==> src/rtl/pbe_pkg.sv <==
`default_nettype none

package pbe_pkg;

  // Defaults for the top-level parameters
  localparam int MAX_PIECE_DEF = 127;
  localparam int OUT_LANES_DEF = 4;

  // Lanes carried by one result word
  localparam int MAX_LANES  = 4;
  localparam int LANE_IDX_W = 2;
  localparam int BCNT_W     = 3;

  // Segment length counter: literal fill or pending run length (up to 127)
  localparam int CNT_W = 7;

  // Depth of the command queue between the front and back parts
  localparam int CMD_DEPTH = 4;

  // Command kinds
  localparam logic [1:0] CMD_LIT = 2'd0;  // header 256-len, then store[0..len-1]
  localparam logic [1:0] CMD_RUN = 2'd1;  // len, then value
  localparam logic [1:0] CMD_END = 2'd2;  // close the burst of one input word

  typedef struct packed {
    logic [7:0] data_byte;
    logic       end_of_stream;
  } in_t;

  typedef struct packed {
    logic [7:0]        out_byte_0;
    logic [7:0]        out_byte_1;
    logic [7:0]        out_byte_2;
    logic [7:0]        out_byte_3;
    logic [BCNT_W-1:0] byte_count;
    logic              burst_last;
    logic              stream_done;
  } out_t;

  typedef struct packed {
    logic [1:0]       kind;
    logic [CNT_W-1:0] len;
    logic [7:0]       value;
    logic             eos;
  } cmd_t;

endpackage

`default_nettype wire

==> src/rtl/pbe_ram.sv <==
`default_nettype none

module pbe_ram #(
  parameter int WIDTH = 8,
  parameter int DEPTH = 127
) (
  input  wire logic                                      clk,
  input  wire logic                                      we,
  input  wire logic [((DEPTH > 1) ? $clog2(DEPTH) : 1)-1:0] waddr,
  input  wire logic [WIDTH-1:0]                          wdata,
  input  wire logic                                      re,
  input  wire logic [((DEPTH > 1) ? $clog2(DEPTH) : 1)-1:0] raddr,
  output logic      [WIDTH-1:0]                          rdata
);

  logic [WIDTH-1:0] mem [DEPTH];

  // Write port, registered read port
  always_ff @(posedge clk) begin
    if (we) begin
      mem[waddr] <= wdata;
    end
    if (re) begin
      rdata <= mem[raddr];
    end
  end

endmodule

`default_nettype wire

==> src/rtl/pbe_cmd_fifo.sv <==
`default_nettype none

module pbe_cmd_fifo
  import pbe_pkg::*;
#(
  parameter int DEPTH = CMD_DEPTH
) (
  input  wire logic clk,
  input  wire logic rst_n,
  input  wire logic push,
  input  wire cmd_t wdata,
  output logic      full,
  input  wire logic pop,
  output cmd_t      rdata,
  output logic      empty
);

  localparam int PW = (DEPTH > 1) ? $clog2(DEPTH) : 1;
  localparam int CW = $clog2(DEPTH + 1);

  cmd_t            slot_r [DEPTH];
  logic [PW-1:0]   wr_ptr_r;
  logic [PW-1:0]   rd_ptr_r;
  logic [CW-1:0]   fill_r;
  logic            do_push;
  logic            do_pop;

  assign full    = (fill_r == CW'(DEPTH));
  assign empty   = (fill_r == '0);
  assign do_push = push && !full;
  assign do_pop  = pop && !empty;
  assign rdata   = slot_r[rd_ptr_r];

  // Store the pushed word
  always_ff @(posedge clk) begin
    if (do_push) begin
      slot_r[wr_ptr_r] <= wdata;
    end
  end

  // Advance pointers and fill level
  always_ff @(posedge clk) begin
    if (!rst_n) begin
      wr_ptr_r <= '0;
      rd_ptr_r <= '0;
      fill_r   <= '0;
    end else begin
      if (do_push) begin
        wr_ptr_r <= (wr_ptr_r == PW'(DEPTH - 1)) ? '0 : wr_ptr_r + 1'b1;
      end
      if (do_pop) begin
        rd_ptr_r <= (rd_ptr_r == PW'(DEPTH - 1)) ? '0 : rd_ptr_r + 1'b1;
      end
      if (do_push && !do_pop) begin
        fill_r <= fill_r + 1'b1;
      end else if (do_pop && !do_push) begin
        fill_r <= fill_r - 1'b1;
      end
    end
  end

endmodule

`default_nettype wire

==> src/rtl/pbe_front.sv <==
`default_nettype none

module pbe_front
  import pbe_pkg::*;
#(
  parameter int MAX_PIECE = MAX_PIECE_DEF
) (
  input  wire logic clk,
  input  wire logic rst_n,
  input  wire logic in_push,
  input  wire in_t  in_data,
  output logic      in_full,
  input  wire logic q_full,
  output logic      cmd_push,
  output cmd_t      cmd,
  output logic      st_we,
  output logic [((MAX_PIECE > 1) ? $clog2(MAX_PIECE) : 1)-1:0] st_waddr,
  output logic [7:0] st_wdata,
  input  wire logic flush_done,
  output logic      lit_busy
);

  localparam int AW = (MAX_PIECE > 1) ? $clog2(MAX_PIECE) : 1;
  localparam logic [CNT_W-1:0] PIECE = CNT_W'(MAX_PIECE);

  localparam logic [2:0] PH_IDLE = 3'd0;
  localparam logic [2:0] PH_G1   = 3'd1;
  localparam logic [2:0] PH_G2   = 3'd2;
  localparam logic [2:0] PH_EOS  = 3'd3;
  localparam logic [2:0] PH_END  = 3'd4;

  localparam logic MODE_LIT = 1'b0;
  localparam logic MODE_RUN = 1'b1;

  logic [2:0]       phase_r,      phase_nxt;
  logic [7:0]       held_byte_r,  held_byte_nxt;
  logic             held_valid_r, held_valid_nxt;
  logic             mode_r,       mode_nxt;
  logic [CNT_W-1:0] count_r,      count_nxt;
  logic             eos_r,        eos_nxt;
  logic             emitted_r,    emitted_nxt;
  logic             lit_busy_r;
  logic             accept;
  logic [CNT_W-1:0] cnt_inc;
  logic             at_limit;
  logic [7:0]       b;

  assign in_full  = (phase_r != PH_IDLE) || q_full || lit_busy_r;
  assign accept   = in_push && !in_full;
  assign lit_busy = lit_busy_r;
  assign b        = in_data.data_byte;
  assign cnt_inc  = count_r + 1'b1;
  assign at_limit = (cnt_inc >= PIECE);
  assign st_waddr = count_r[AW-1:0];
  assign st_wdata = held_byte_r;

  // Classify the word and sequence the commands it causes
  always_comb begin
    phase_nxt      = phase_r;
    held_byte_nxt  = held_byte_r;
    held_valid_nxt = held_valid_r;
    mode_nxt       = mode_r;
    count_nxt      = count_r;
    eos_nxt        = eos_r;
    emitted_nxt    = emitted_r;
    cmd_push       = 1'b0;
    cmd            = '0;
    st_we          = 1'b0;
    case (phase_r)
      PH_IDLE: begin
        if (accept) begin
          eos_nxt = in_data.end_of_stream;
          if (!held_valid_r) begin
            held_byte_nxt  = b;
            held_valid_nxt = 1'b1;
            mode_nxt       = MODE_LIT;
            count_nxt      = '0;
          end else if (mode_r == MODE_LIT && b == held_byte_r) begin
            // a pair starts a run: flush pending literal first
            if (count_r != '0) begin
              cmd_push = 1'b1;
              cmd.kind = CMD_LIT;
              cmd.len  = count_r;
            end
            mode_nxt  = MODE_RUN;
            count_nxt = '0;
          end else if (mode_r == MODE_LIT) begin
            // commit the held byte to the literal
            st_we = 1'b1;
            if (at_limit) begin
              cmd_push  = 1'b1;
              cmd.kind  = CMD_LIT;
              cmd.len   = cnt_inc;
              count_nxt = '0;
            end else begin
              count_nxt = cnt_inc;
            end
            held_byte_nxt = b;
          end else if (b == held_byte_r) begin
            // grow the run
            if (at_limit) begin
              cmd_push  = 1'b1;
              cmd.kind  = CMD_RUN;
              cmd.len   = cnt_inc;
              cmd.value = held_byte_r;
              count_nxt = '0;
            end else begin
              count_nxt = cnt_inc;
            end
          end else begin
            // run broken: send what remains of it
            if (count_r != '0) begin
              cmd_push  = 1'b1;
              cmd.kind  = CMD_RUN;
              cmd.len   = count_r;
              cmd.value = held_byte_r;
            end
            mode_nxt      = MODE_LIT;
            count_nxt     = '0;
            held_byte_nxt = b;
          end
          emitted_nxt = cmd_push;
          if (held_valid_r && mode_r == MODE_LIT && b == held_byte_r) begin
            phase_nxt = PH_G1;
          end else if (in_data.end_of_stream) begin
            phase_nxt = PH_EOS;
          end else if (cmd_push) begin
            phase_nxt = PH_END;
          end
        end
      end
      PH_G1, PH_G2: begin
        // count the two bytes of the opening pair
        if (!q_full) begin
          if (at_limit) begin
            cmd_push  = 1'b1;
            cmd.kind  = CMD_RUN;
            cmd.len   = cnt_inc;
            cmd.value = held_byte_r;
            count_nxt = '0;
          end else begin
            count_nxt = cnt_inc;
          end
          emitted_nxt = emitted_r || cmd_push;
          if (phase_r == PH_G1) begin
            phase_nxt = PH_G2;
          end else if (eos_r) begin
            phase_nxt = PH_EOS;
          end else if (emitted_nxt) begin
            phase_nxt = PH_END;
          end else begin
            phase_nxt = PH_IDLE;
          end
        end
      end
      PH_EOS: begin
        // flush everything pending and clear the segment state
        if (!q_full && !lit_busy_r) begin
          if (mode_r == MODE_RUN) begin
            if (count_r != '0) begin
              cmd_push  = 1'b1;
              cmd.kind  = CMD_RUN;
              cmd.len   = count_r;
              cmd.value = held_byte_r;
            end
          end else begin
            st_we    = 1'b1;
            cmd_push = 1'b1;
            cmd.kind = CMD_LIT;
            cmd.len  = cnt_inc;
          end
          held_byte_nxt  = '0;
          held_valid_nxt = 1'b0;
          mode_nxt       = MODE_LIT;
          count_nxt      = '0;
          emitted_nxt    = emitted_r || cmd_push;
          phase_nxt      = emitted_nxt ? PH_END : PH_IDLE;
        end
      end
      PH_END: begin
        // close the burst so the back part marks its last word
        if (!q_full) begin
          cmd_push    = 1'b1;
          cmd.kind    = CMD_END;
          cmd.eos     = eos_r;
          emitted_nxt = 1'b0;
          phase_nxt   = PH_IDLE;
        end
      end
      default: begin
        phase_nxt = PH_IDLE;
      end
    endcase
  end

  // Hold segment state
  always_ff @(posedge clk) begin
    if (!rst_n) begin
      phase_r      <= PH_IDLE;
      held_byte_r  <= '0;
      held_valid_r <= 1'b0;
      mode_r       <= MODE_LIT;
      count_r      <= '0;
      eos_r        <= 1'b0;
      emitted_r    <= 1'b0;
      lit_busy_r   <= 1'b0;
    end else begin
      phase_r      <= phase_nxt;
      held_byte_r  <= held_byte_nxt;
      held_valid_r <= held_valid_nxt;
      mode_r       <= mode_nxt;
      count_r      <= count_nxt;
      eos_r        <= eos_nxt;
      emitted_r    <= emitted_nxt;
      // the store is owned by the back part while a literal is read out
      if (cmd_push && cmd.kind == CMD_LIT) begin
        lit_busy_r <= 1'b1;
      end else if (flush_done) begin
        lit_busy_r <= 1'b0;
      end
    end
  end

endmodule

`default_nettype wire

==> src/rtl/pbe_back.sv <==
`default_nettype none

module pbe_back
  import pbe_pkg::*;
#(
  parameter int MAX_PIECE = MAX_PIECE_DEF,
  parameter int OUT_LANES = OUT_LANES_DEF
) (
  input  wire logic clk,
  input  wire logic rst_n,
  input  wire logic cmd_empty,
  input  wire cmd_t cmd,
  output logic      cmd_pop,
  output logic      rd_en,
  output logic [((MAX_PIECE > 1) ? $clog2(MAX_PIECE) : 1)-1:0] rd_addr,
  input  wire logic [7:0] rd_data,
  output logic      flush_done,
  output logic      out_empty,
  input  wire logic out_pop,
  output out_t      out_data
);

  localparam int AW    = (MAX_PIECE > 1) ? $clog2(MAX_PIECE) : 1;
  localparam int LANES = (OUT_LANES > MAX_LANES) ? MAX_LANES :
                         ((OUT_LANES < 1) ? 1 : OUT_LANES);
  localparam logic [BCNT_W-1:0] ACC_FULL = BCNT_W'(LANES);

  localparam logic [2:0] BS_IDLE     = 3'd0;
  localparam logic [2:0] BS_RUN_LEN  = 3'd1;
  localparam logic [2:0] BS_RUN_VAL  = 3'd2;
  localparam logic [2:0] BS_LIT_HDR  = 3'd3;
  localparam logic [2:0] BS_LIT_DATA = 3'd4;

  logic [2:0]       bst_r, bst_nxt;
  logic [CNT_W-1:0] len_r, len_nxt;
  logic [7:0]       val_r, val_nxt;
  logic [CNT_W-1:0] idx_r, idx_nxt;

  logic [MAX_LANES-1:0][7:0] acc_r,     acc_nxt;
  logic [BCNT_W-1:0]         acc_cnt_r, acc_cnt_nxt;
  out_t                      out_r;
  logic                      out_valid_r;
  out_t                      word;
  logic                      out_load;
  logic                      out_free;
  logic                      byte_ok;
  logic                      end_ok;
  logic                      byte_vld;
  logic                      byte_fire;
  logic [7:0]                byte_val;
  logic                      end_fire;

  assign out_free  = !out_valid_r || out_pop;
  assign byte_ok   = (acc_cnt_r != ACC_FULL) || out_free;
  assign end_ok    = (acc_cnt_r == '0) || out_free;
  assign byte_fire = byte_vld && byte_ok;
  assign out_empty = !out_valid_r;
  assign out_data  = out_r;

  // Expand commands into encoded bytes, one per cycle unless the accumulator is full and the result is not taken
  always_comb begin
    bst_nxt    = bst_r;
    len_nxt    = len_r;
    val_nxt    = val_r;
    idx_nxt    = idx_r;
    cmd_pop    = 1'b0;
    byte_vld   = 1'b0;
    byte_val   = rd_data;
    end_fire   = 1'b0;
    rd_en      = 1'b0;
    rd_addr    = '0;
    flush_done = 1'b0;
    case (bst_r)
      BS_IDLE: begin
        if (!cmd_empty) begin
          case (cmd.kind)
            CMD_END: begin
              if (end_ok) begin
                cmd_pop  = 1'b1;
                end_fire = 1'b1;
              end
            end
            CMD_RUN: begin
              cmd_pop = 1'b1;
              len_nxt = cmd.len;
              val_nxt = cmd.value;
              bst_nxt = BS_RUN_LEN;
            end
            CMD_LIT: begin
              cmd_pop = 1'b1;
              len_nxt = cmd.len;
              idx_nxt = CNT_W'(1);
              bst_nxt = BS_LIT_HDR;
            end
            default: begin
              cmd_pop = 1'b1;
            end
          endcase
        end
      end
      BS_RUN_LEN: begin
        byte_vld = 1'b1;
        byte_val = {1'b0, len_r};
        if (byte_ok) begin
          bst_nxt = BS_RUN_VAL;
        end
      end
      BS_RUN_VAL: begin
        byte_vld = 1'b1;
        byte_val = val_r;
        if (byte_ok) begin
          bst_nxt = BS_IDLE;
        end
      end
      BS_LIT_HDR: begin
        // header is 256 - length, taken mod 256
        byte_vld = 1'b1;
        byte_val = 8'd0 - {1'b0, len_r};
        if (byte_ok) begin
          rd_en   = 1'b1;
          bst_nxt = BS_LIT_DATA;
        end
      end
      BS_LIT_DATA: begin
        byte_vld = 1'b1;
        byte_val = rd_data;
        if (byte_ok) begin
          if (idx_r == len_r) begin
            flush_done = 1'b1;
            bst_nxt    = BS_IDLE;
          end else begin
            rd_en   = 1'b1;
            rd_addr = idx_r[AW-1:0];
            idx_nxt = idx_r + 1'b1;
          end
        end
      end
      default: begin
        bst_nxt = BS_IDLE;
      end
    endcase
  end

  // Pack bytes into lanes; a full word waits until the next byte or the burst end
  always_comb begin
    acc_nxt          = acc_r;
    acc_cnt_nxt      = acc_cnt_r;
    out_load         = 1'b0;
    word.out_byte_0  = acc_r[0];
    word.out_byte_1  = acc_r[1];
    word.out_byte_2  = acc_r[2];
    word.out_byte_3  = acc_r[3];
    word.byte_count  = acc_cnt_r;
    word.burst_last  = 1'b0;
    word.stream_done = 1'b0;
    if (byte_fire) begin
      if (acc_cnt_r == ACC_FULL) begin
        out_load    = 1'b1;
        acc_nxt     = '0;
        acc_nxt[0]  = byte_val;
        acc_cnt_nxt = BCNT_W'(1);
      end else begin
        acc_nxt[acc_cnt_r[LANE_IDX_W-1:0]] = byte_val;
        acc_cnt_nxt = acc_cnt_r + 1'b1;
      end
    end else if (end_fire && acc_cnt_r != '0) begin
      out_load         = 1'b1;
      word.burst_last  = 1'b1;
      word.stream_done = cmd.eos;
      acc_nxt          = '0;
      acc_cnt_nxt      = '0;
    end
  end

  // Hold the sequencer state
  always_ff @(posedge clk) begin
    if (!rst_n) begin
      bst_r <= BS_IDLE;
    end else begin
      bst_r <= bst_nxt;
    end
  end

  always_ff @(posedge clk) begin
    len_r <= len_nxt;
    val_r <= val_nxt;
    idx_r <= idx_nxt;
  end

  // Hold the lane accumulator and the result register
  always_ff @(posedge clk) begin
    if (!rst_n) begin
      acc_r       <= '0;
      acc_cnt_r   <= '0;
      out_valid_r <= 1'b0;
    end else begin
      acc_r     <= acc_nxt;
      acc_cnt_r <= acc_cnt_nxt;
      if (out_load) begin
        out_valid_r <= 1'b1;
      end else if (out_pop) begin
        out_valid_r <= 1'b0;
      end
    end
  end

  always_ff @(posedge clk) begin
    if (out_load) begin
      out_r <= word;
    end
  end

endmodule

`default_nettype wire

==> src/rtl/packbits_rle_encoder_unit.sv <==
// PackBits-style run-length encoder, one raw byte per input word.
// Input channel: a word {data_byte, end_of_stream} is taken when in_push is
// high and in_full is low. Result channel: while out_empty is low, out_data
// holds the oldest result; out_pop takes it. Each result packs up to four
// encoded bytes from lane 0, with byte_count, burst_last on the final word
// of one input's burst and stream_done on the final word of the stream.
// A front part classifies each byte (literal, run start, run growth) and
// writes literal bytes to a store; a four-entry command queue feeds a back
// part that expands commands into bytes, one byte per cycle unless the
// accumulator is full and the result is not taken, and packs them. A byte
// that extends a literal or a run passes through no extra phase. A run start
// passes through phases G1 and G2, and an end-of-stream byte through EOS to
// flush. A byte that causes output adds an END phase to close its burst, and
// while a literal is read out of the store new input is held off.
// Reset (rst_n low, synchronous) empties the queue and the result register
// and starts a fresh stream; the store needs no clearing. When the receiver
// stalls, results back up into the accumulator and queue, then in_full rises.
`default_nettype none

module packbits_rle_encoder_unit
  import pbe_pkg::*;
#(
  parameter int MAX_PIECE = MAX_PIECE_DEF,
  parameter int OUT_LANES = OUT_LANES_DEF
) (
  input  wire logic clk,
  input  wire logic rst_n,
  input  wire logic in_push,
  input  wire in_t  in_data,
  output logic      in_full,
  output logic      out_empty,
  input  wire logic out_pop,
  output out_t      out_data
);

  localparam int AW = (MAX_PIECE > 1) ? $clog2(MAX_PIECE) : 1;

  logic          cmd_push;
  cmd_t          cmd_in;
  logic          cmd_full;
  logic          cmd_pop;
  cmd_t          cmd_out;
  logic          cmd_empty;
  logic          st_we;
  logic [AW-1:0] st_waddr;
  logic [7:0]    st_wdata;
  logic          rd_en;
  logic [AW-1:0] rd_addr;
  logic [7:0]    rd_data;
  logic          flush_done;
  logic          lit_busy;

  pbe_front #(
    .MAX_PIECE (MAX_PIECE)
  ) u_front (
    .clk        (clk),
    .rst_n      (rst_n),
    .in_push    (in_push),
    .in_data    (in_data),
    .in_full    (in_full),
    .q_full     (cmd_full),
    .cmd_push   (cmd_push),
    .cmd        (cmd_in),
    .st_we      (st_we),
    .st_waddr   (st_waddr),
    .st_wdata   (st_wdata),
    .flush_done (flush_done),
    .lit_busy   (lit_busy)
  );

  pbe_cmd_fifo #(
    .DEPTH (CMD_DEPTH)
  ) u_cmd_fifo (
    .clk   (clk),
    .rst_n (rst_n),
    .push  (cmd_push),
    .wdata (cmd_in),
    .full  (cmd_full),
    .pop   (cmd_pop),
    .rdata (cmd_out),
    .empty (cmd_empty)
  );

  pbe_ram #(
    .WIDTH (8),
    .DEPTH (MAX_PIECE)
  ) u_lit_store (
    .clk   (clk),
    .we    (st_we),
    .waddr (st_waddr),
    .wdata (st_wdata),
    .re    (rd_en),
    .raddr (rd_addr),
    .rdata (rd_data)
  );

  pbe_back #(
    .MAX_PIECE (MAX_PIECE),
    .OUT_LANES (OUT_LANES)
  ) u_back (
    .clk        (clk),
    .rst_n      (rst_n),
    .cmd_empty  (cmd_empty),
    .cmd        (cmd_out),
    .cmd_pop    (cmd_pop),
    .rd_en      (rd_en),
    .rd_addr    (rd_addr),
    .rd_data    (rd_data),
    .flush_done (flush_done),
    .out_empty  (out_empty),
    .out_pop    (out_pop),
    .out_data   (out_data)
  );

`ifndef NO_ASSERTIONS
  // The store is never written while a literal is being read out
  a_store_owned: assert property (@(posedge clk) disable iff (!rst_n)
    st_we |-> !lit_busy)
    else $error("literal store written during read-out");

  // The front never pushes into a full command queue
  a_no_overflow: assert property (@(posedge clk) disable iff (!rst_n)
    cmd_push |-> !cmd_full)
    else $error("command queue overflow");

  // A result word carries one to four bytes
  a_count_range: assert property (@(posedge clk) disable iff (!rst_n)
    !out_empty |-> (out_data.byte_count != '0 && out_data.byte_count <= 3'd4))
    else $error("byte count out of range");

  // The end of a stream is always the end of a burst
  a_done_last: assert property (@(posedge clk) disable iff (!rst_n)
    (!out_empty && out_data.stream_done) |-> out_data.burst_last)
    else $error("stream_done without burst_last");
`endif

endmodule

`default_nettype wire
==> config.mk <==
export PLATFORM = sky130hd
export DESIGN_NAME = packbits_rle_encoder_unit
export DESIGN_NICKNAME = d
export VERILOG_FILES = /design/src/rtl/pbe_pkg.sv /design/src/rtl/pbe_ram.sv /design/src/rtl/pbe_cmd_fifo.sv /design/src/rtl/pbe_front.sv /design/src/rtl/pbe_back.sv /design/src/rtl/packbits_rle_encoder_unit.sv
export SDC_FILE = /design/constraint.sdc
export NUM_CORES = 2
export LEC_CHECK = 0
export ABC_AREA = 1
export BUFFER_PORTS_ARGS = -buffer_cell sky130_fd_sc_hd__buf_4
export CAP_MARGIN = 20
export CORE_ASPECT_RATIO = 1.2
export CORE_MARGIN = 2
export CORE_UTILIZATION = 55
export CTS_BUF_LIST = sky130_fd_sc_hd__clkbuf_4
export DETAILED_ROUTE_END_ITERATION = 16
export MAX_ROUTING_LAYER = met4
export PLACE_DENSITY = 0.71
export SLEW_MARGIN = 30
export SYNTH_ARGS = -nofsm -noshare
export SYNTH_HDL_FRONTEND = slang
export SYNTH_SLANG_ARGS = --single-unit
export TNS_END_PERCENT = 5
==> constraint.sdc <==
create_clock -name clk -period 12.42 [get_ports clk]
set_input_delay 0.621 -clock clk [delete_from_list [all_inputs] [get_ports clk]]
set_output_delay 0.621 -clock clk [all_outputs]
set_load 0.01 [all_outputs]
Word level (Yosys, flattened, before mapping)

Memories as Yosys holds them, arrays and structs flattened. A register that Yosys moved wholly into a read port is not among the register bits.
Cells that the tools add are included.
Widths: inputs -> output; s select.

Flip-flop bits (word level): 128
RAM bits: 1088
Input bits: 13
Output and inout port bits: 39
Word-level logic and storage cells: 280
Memories: 2

Memory list:

| name              | depth | width | rd ports | clocked after Yosys merged registers in | wr ports | line               | text |
|---|---|---|---|---|---|---|---|
| u_lit_store.mem   | 127   | 8     | 1        | 1                                       | 1        | pbe_ram.sv:16      | `logic [WIDTH-1:0] mem [DEPTH];` |
| u_cmd_fifo.slot_r | 4     | 18    | 1        | 1                                       | 1        | pbe_cmd_fifo.sv:21 | `cmd_t slot_r [DEPTH];` |

Add/subtract/negate cells: 8
Order comparisons: 3
Equal/unequal tests: 33
Mux-type cells: 145
Bitwise operators: 3
Reduce and logical (&&, ||, !) cells: 58

Operators by type and width:

| operator            | count |
|---|---|
| $mux 7              | 17 |
| $mux 32             | 3 |
| $mux 8              | 11 |
| $mux 17             | 4 |
| $mux 3              | 22 |
| $mux 1              | 60 |
| $mux 16             | 3 |
| $pmux 15 s3         | 1 |
| $bwmux 32           | 1 |
| $pmux 8 s3          | 1 |
| $pmux 7 s3          | 1 |
| $reduce_and 5->1    | 4 |
| $mux 9              | 2 |
| $demux 8 s2         | 1 |
| $pmux 8 s2          | 1 |
| $pmux 3 s5          | 1 |
| $add 7x1->7 const B | 2 |
| $ne 2x1->1 const B  | 7 |
| $pmux 7 s2          | 1 |
| $logic_and 1x1->1   | 13 |
| $eq 3x2->1 const B  | 4 |
| $eq 3x3->1 const B  | 4 |
| $logic_not 3->1     | 4 |
| $mux 2              | 6 |
| 35 further kinds    | 76 |

Logic depth before layout (Yosys ltp)

Depth after elaboration: 16
Depth in mapped cells: 20
Gate-level depth less buffers: 20

Cells and area by module

Synthesis repeated with hierarchy kept, for this count alone.

Cells, all modules: 4501
Area, all modules: 51127.8 um^2

Modules (own cells, without submodules):

| module       | times used | cells each | area each (um^2) | seq. area each (um^2) |
|---|---|---|---|---|
| pbe_ram      | 1          | 3546       | 41848.9          | 30749.5 |
| pbe_back     | 1          | 421        | 4171.5           | 2552.4 |
| pbe_cmd_fifo | 1          | 246        | 3210.6           | 2342.2 |
| pbe_front    | 1          | 288        | 1896.8           | 460.4 |

Worst setup path before layout

Ideal clock, no wire load.

Path kind: reg2reg
Start point: register u_front.held_byte_r[1], in the netlist u_front.st_wdata[1]
End point: memory u_cmd_fifo.slot_r[0][0] in the netlist's numbering (enable)
Setup time: 0.393 ns
Arrival: 4.037 ns
Data required time: 12.027 ns
Path slack: 7.990 ns
Cell stages (with the launch flop): 14
Path buffers: 0
Period minus slack after synthesis: 4.430 ns
Cells stage by stage: dfxtp_1 > inv_1 > or2_2 > nand4_1 > nor2_1 > nand2_1 > nand2_1 > nand2_1 > nand2_1 > nand2_1 > nand2_1 > nand2_1 > inv_1 > nor2_1

Cells in the longest elaborated chain, start to end: 12
Elaborated cells on any way between the ends: 13
Classes of those cells: eq/ne (1); mux (10); reduce/logical (2)

RTL lines:

| item                           | line                             | text |
|---|---|---|
| start: declaration             | pbe_front.sv:36                  | `logic [7:0] held_byte_r, held_byte_nxt;` |
| start signal: assignment       | pbe_front.sv:209                 | `held_byte_r <= held_byte_nxt;` |
| $eq 8x8->1 *                   | pbe_front.sv:78, pbe_front.sv:99 |  |
| $mux 1                         | pbe_front.sv:99                  | `end else if (b == held_byte_r) begin` |
| $mux 1                         | pbe_front.sv:87                  | `end else if (mode_r == MODE_LIT) begin` |
| $mux 1 *                       | pbe_front.sv:78                  | `end else if (mode_r == MODE_LIT && b == held_byte_r) begin` |
| $mux 1 *                       | pbe_front.sv:73                  | `if (!held_valid_r) begin` |
| $mux 1 *                       | pbe_front.sv:71                  | `if (accept) begin` |
| $mux 1 *                       | pbe_front.sv:69                  | `case (phase_r)` |
| $mux 1 *                       | pbe_front.sv:71                  |  |
| $pmux 1 s4 *                   | pbe_front.sv:69                  |  |
| $logic_and 1x1->1 *            | pbe_cmd_fifo.sv:30               | `assign do_push = push && !full;` |
| via u_cmd_fifo.do_push         | pbe_cmd_fifo.sv:25               | `logic do_push;` |
| $mux 1 *                       | pbe_cmd_fifo.sv:36               | `if (do_push) begin` |
| $mux 1 (implied by the code) * | pbe_cmd_fifo.sv:37               | `slot_r[wr_ptr_r] <= wdata;` |
| end: declaration               | pbe_cmd_fifo.sv:21               |  |

Mark *: on every way through the listed nets, which the timed path passes. The rest lies on a longest branch. The select of a mux whose other input is x is not followed.

Final worst setup path

Start point: register u_back.acc_cnt_r[0]
End point: register u_lit_store.rdata[4], read port of u_lit_store.mem, data pin

Cells in the longest elaborated chain, start to end: 4
Elaborated cells on any way between the ends: 7
Classes of those cells: eq/ne (1); mux (5); reduce/logical (1)

RTL lines:

| item                                        | line            | text |
|---|---|---|
| start: declaration                          | pbe_back.sv:40  | `logic [BCNT_W-1:0] acc_cnt_r, acc_cnt_nxt;` |
| start signal: assignment                    | pbe_back.sv:198 | `acc_cnt_r <= acc_cnt_nxt;` |
| $ne 3x3->1 *                                | pbe_back.sv:54  | `assign byte_ok = (acc_cnt_r != ACC_FULL) \|\| out_free;` |
| $logic_or 1x1->1 *                          | pbe_back.sv:54  |  |
| $mux 1, or another cell as far along        | pbe_back.sv:127 | `if (byte_ok) begin` |
| $pmux 1 s2 / $mux 7 (equally long branches) | pbe_back.sv:73  | `case (bst_r)` |
| end: declaration                            | pbe_ram.sv:13   | `output logic [WIDTH-1:0] rdata` |

Mark *: on every way between the ends. The rest lies on a longest branch, timed or not.
A chain may end at the register's enable or synchronous reset.

==> flow_metrics.env <==
export IMPL_ys_ff_latch=1226
export IMPL_via_count=36300
export IMPL_min_path_type="input port to flop"
export IMPL_rsz0062_at_grt="no"
export IMPL_drtIter0Drc=4414
export IMPL_root_buffer="clkbuf_4"
export IMPL_final_min_clock_period_ps=5580
export IMPL_wire_per_inst_um=22.5
export IMPL_dieWidth_um=281
export IMPL_ir_worst_vdd_mv=0.176
export IMPL_final_cell_area_um2=55800
export IMPL_post_cts_repair_setup_buffers=0
export IMPL_stdcell_count=6108
export IMPL_status="complete, no violations"
export IMPL_required_ps=13300
export IMPL_grt_pass1_wl_mm=208
export IMPL_crit_fanout=74
export IMPL_cts_resized_gates=0
export IMPL_pin_count=52
export IMPL_die_h_um=337
export IMPL_hold_viol=0
export IMPL_yosysMostFrequentCell="edfxtp_1"
export IMPL_cts_num_sinks=1226
export IMPL_fin_ws_ps=6840
export IMPL_fmax_mhz=179
export IMPL_overflow=0
export IMPL_synthDistinctLibCells=49
export IMPL_clock_skew_ps=84.7
export IMPL_synthToLayoutAreaGrowth_pct=10.0
export IMPL_leakage_uw=0.0201
export IMPL_pre_cts_ws_ps=6970
export IMPL_cp_arrival_ps=6460
export IMPL_gr_usage_met1=0.375
export IMPL_met3_usage=0.0633
export IMPL_insertion_delay_ps=1160
export IMPL_routed_via_density=5.94
export IMPL_use_met2=0.471
export IMPL_grt_busiest_layer="met2"
export IMPL_power_per_cell_area_nw_per_um2=198
export IMPL_h_tree_depth=5
export IMPL_dpl_cell_count=5590
export IMPL_routabilityCongestion=0.910
export IMPL_synth_edff_count=1155
export IMPL_synth_common_cells="1155 x edfxtp_1, 1118 x nand3_1, 1106 x nand2_1, 367 x nor2_1, 153 x inv_1"
export IMPL_cts_buffers_inserted=309
export IMPL_ant_nets=0
export IMPL_worst_pin_slew_ps=1070
export IMPL_nNetsFinal=4706
export IMPL_synth_top_cells_by_area="edfxtp_1 68%, nand3_1 11%, nand2_1 8.2%"
export IMPL_clkTransAtPathRegs_ps=70
export IMPL_start_util=0.552
export IMPL_final_util=0.608
export IMPL_synthesis_area_um2=50700
export IMPL_min_period_over_period=0.450
export IMPL_synth_cells=4504
export IMPL_port_buffers=51
export IMPL_slew_violations=0
export IMPL_avgSynthCellArea_um2=11.3
export IMPL_syn_nets=4534
export IMPL_max_slew_margin=0.282
export IMPL_synth_top_area_frac=0.683
export IMPL_core_um2=91900
export IMPL_holdBufCountCts=14
export IMPL_clk_path_buf_depth=4
export IMPL_grt_usage=0.301
export IMPL_dieArea_um2=94700
export IMPL_ys_warn_count=0
export IMPL_num_fill_cells=7466
export IMPL_final_setup_tns_ps=0
export IMPL_worstSetupPathType="flop to flop"
export IMPL_seq_area_frac_synth=0.711
export IMPL_yosysTopAreaCell="edfxtp_1"
export IMPL_antenna_found_initial=7
export IMPL_finalWirelength_mm=138
export IMPL_cap_violations=0
export IMPL_drive_above_1_share=0.125
export IMPL_drcViolationCount=0
export IMPL_dr_pass1_iters=8
export IMPL_postPlaceCellArea_um2=52000
export IMPL_num_rows=122
export IMPL_setup_viol=0
export IMPL_endpoint_kind="flop"
export IMPL_crit_path_start_kind="flop"
export IMPL_hpwlAfterDp_mm=77.8
export IMPL_synth_ff_type="edfxtp_1"
export IMPL_async_reset_ff_frac=0
export IMPL_grt_max_degree=169
export IMPL_grt_pass1_vias=35500
export IMPL_cts_tree="done"
==> cell families (layout without fill, tap and decap cells) <==
logic type	count (synthesis)	count (layout)	synth area share
compound gates	188	188	0.0207
xor+xnor	10	10	0.00173
fa+ha+maj	17	17	0.00434
buf+inv	425	781	0.0359
flops	1226	1226	0.711
other cells	0	8	0
simple gates	2638	2638	0.226
==> through the flow <==
stage / power, uW / hold slack (ps)
after floorplan: 6880 / 409
after global placement: 7830 / 411
after detailed placement: 7880 / 415
after CTS: 11100 / 36.4
after global routing: 11600 / 93.6
final: 11100 / 154
==> per-layer routing <==
metal / wire (um) / share of wire / vias up
met3: 13500 / 0.098 / 331
met4: 6040 / 0.044 / 0
met2: 66900 / 0.49 / 2137
met5: 0 / 0 / -
li1: - / - / 16400
met1: 51300 / 0.37 / 17400
==> power by group <==
part           total (uW)  internal, uW  switching (uW)
Clock                3210          1680            1530
Combinational        2730           681            2040
Sequential           5130          4900             228
Total               11100          7260            3810
==> worst paths after layout <==
kind	startpoint	to	slack (ps)	depth (start not counted)
setup reg to reg	u_back.acc_cnt_r[0]$_SDFFE_PN0P_	u_lit_store.rdata[4]$_DFFE_PP_	6840	18
setup / recovery	u_back.acc_cnt_r[0]$_SDFFE_PN0P_	u_lit_store.rdata[4]$_DFFE_PP_	6840	18
hold reg to reg	u_back.acc_r[15]$_SDFFE_PN0P_	u_back.out_data[28]$_DFFE_PP_	380	0
hold / removal	out_pop	u_cmd_fifo.rd_ptr_r[1]$_SDFFE_PN0P_	150	6
==> critical path: stages (launching register included) <==
cell     delay (ps)
dfxtp_1         410
inv_1           110
ha_1            260
nand2_1         190
inv_2            90
nand2_2         190
nand2_4         120
nor2_1          240
nand2_4         470
inv_6           790
buf_4           690
buf_4           720
nand3_1         170
nand3_1         120
nand3_1         110
nand3_1         170
nand3_1         180
nand3_1         130
nand2_1          50
==> flip-flops by register name, summed over array words and instances, names as in the netlist, 7 cells and up, named ones only <==
register and cells:
u_lit_store.mem 1016, u_lit_store.rdata 8, u_back.len_r 7, u_cmd_fifo.slot_r 72, u_front.st_waddr 7, u_front.st_wdata 8, u_back.val_r 8, u_back.acc_r 32
u_back.out_data 37, u_back.idx_r 7
==> cell type report <==
| cell class | instances | area [um^2] | area share |
|---|---|---|---|
| multi-input combinational | 2853 | 12900 | 0.231 |
| antenna | 8 | 20.0 | 0.000359 |
| tap | 1240 | 1550 | 0.0278 |
| clock inverter | 67 | 394 | 0.00706 |
| timing repair buffer | 116 | 975 | 0.0175 |
| inverter | 170 | 658 | 0.0118 |
| sequential | 1226 | 36100 | 0.647 |
| clock buffer | 428 | 3210 | 0.0575 |
==> placed cells by master (no fill, tap or decap), types with 5 or more instances in the layout <==
master         Yosys  layout
edfxtp_1        1155    1155
nand3_1         1118    1118
nand2_1         1106    1104
clkbuf_4           0     428
nor2_1           367     360
inv_1            153     152
buf_4             10      95
a21oi_1           75      75
o21ai_0           63      63
dfxtp_1           71      63
clkinv_1           2      51
o22ai_1           20      20
inv_2             14      18
ha_1              16      16
dlygate4sd3_1      0      14
nor2_2             7      13
nor3_1            10      10
diode_2            0       8
xor2_1             8       8
a31oi_1            8       8
dfxtp_4            0       8
clkinv_2           0       6
nor4_1             5       5
bufinv_16          0       5
No activity file was read; power rests on OpenSTA's default activity.
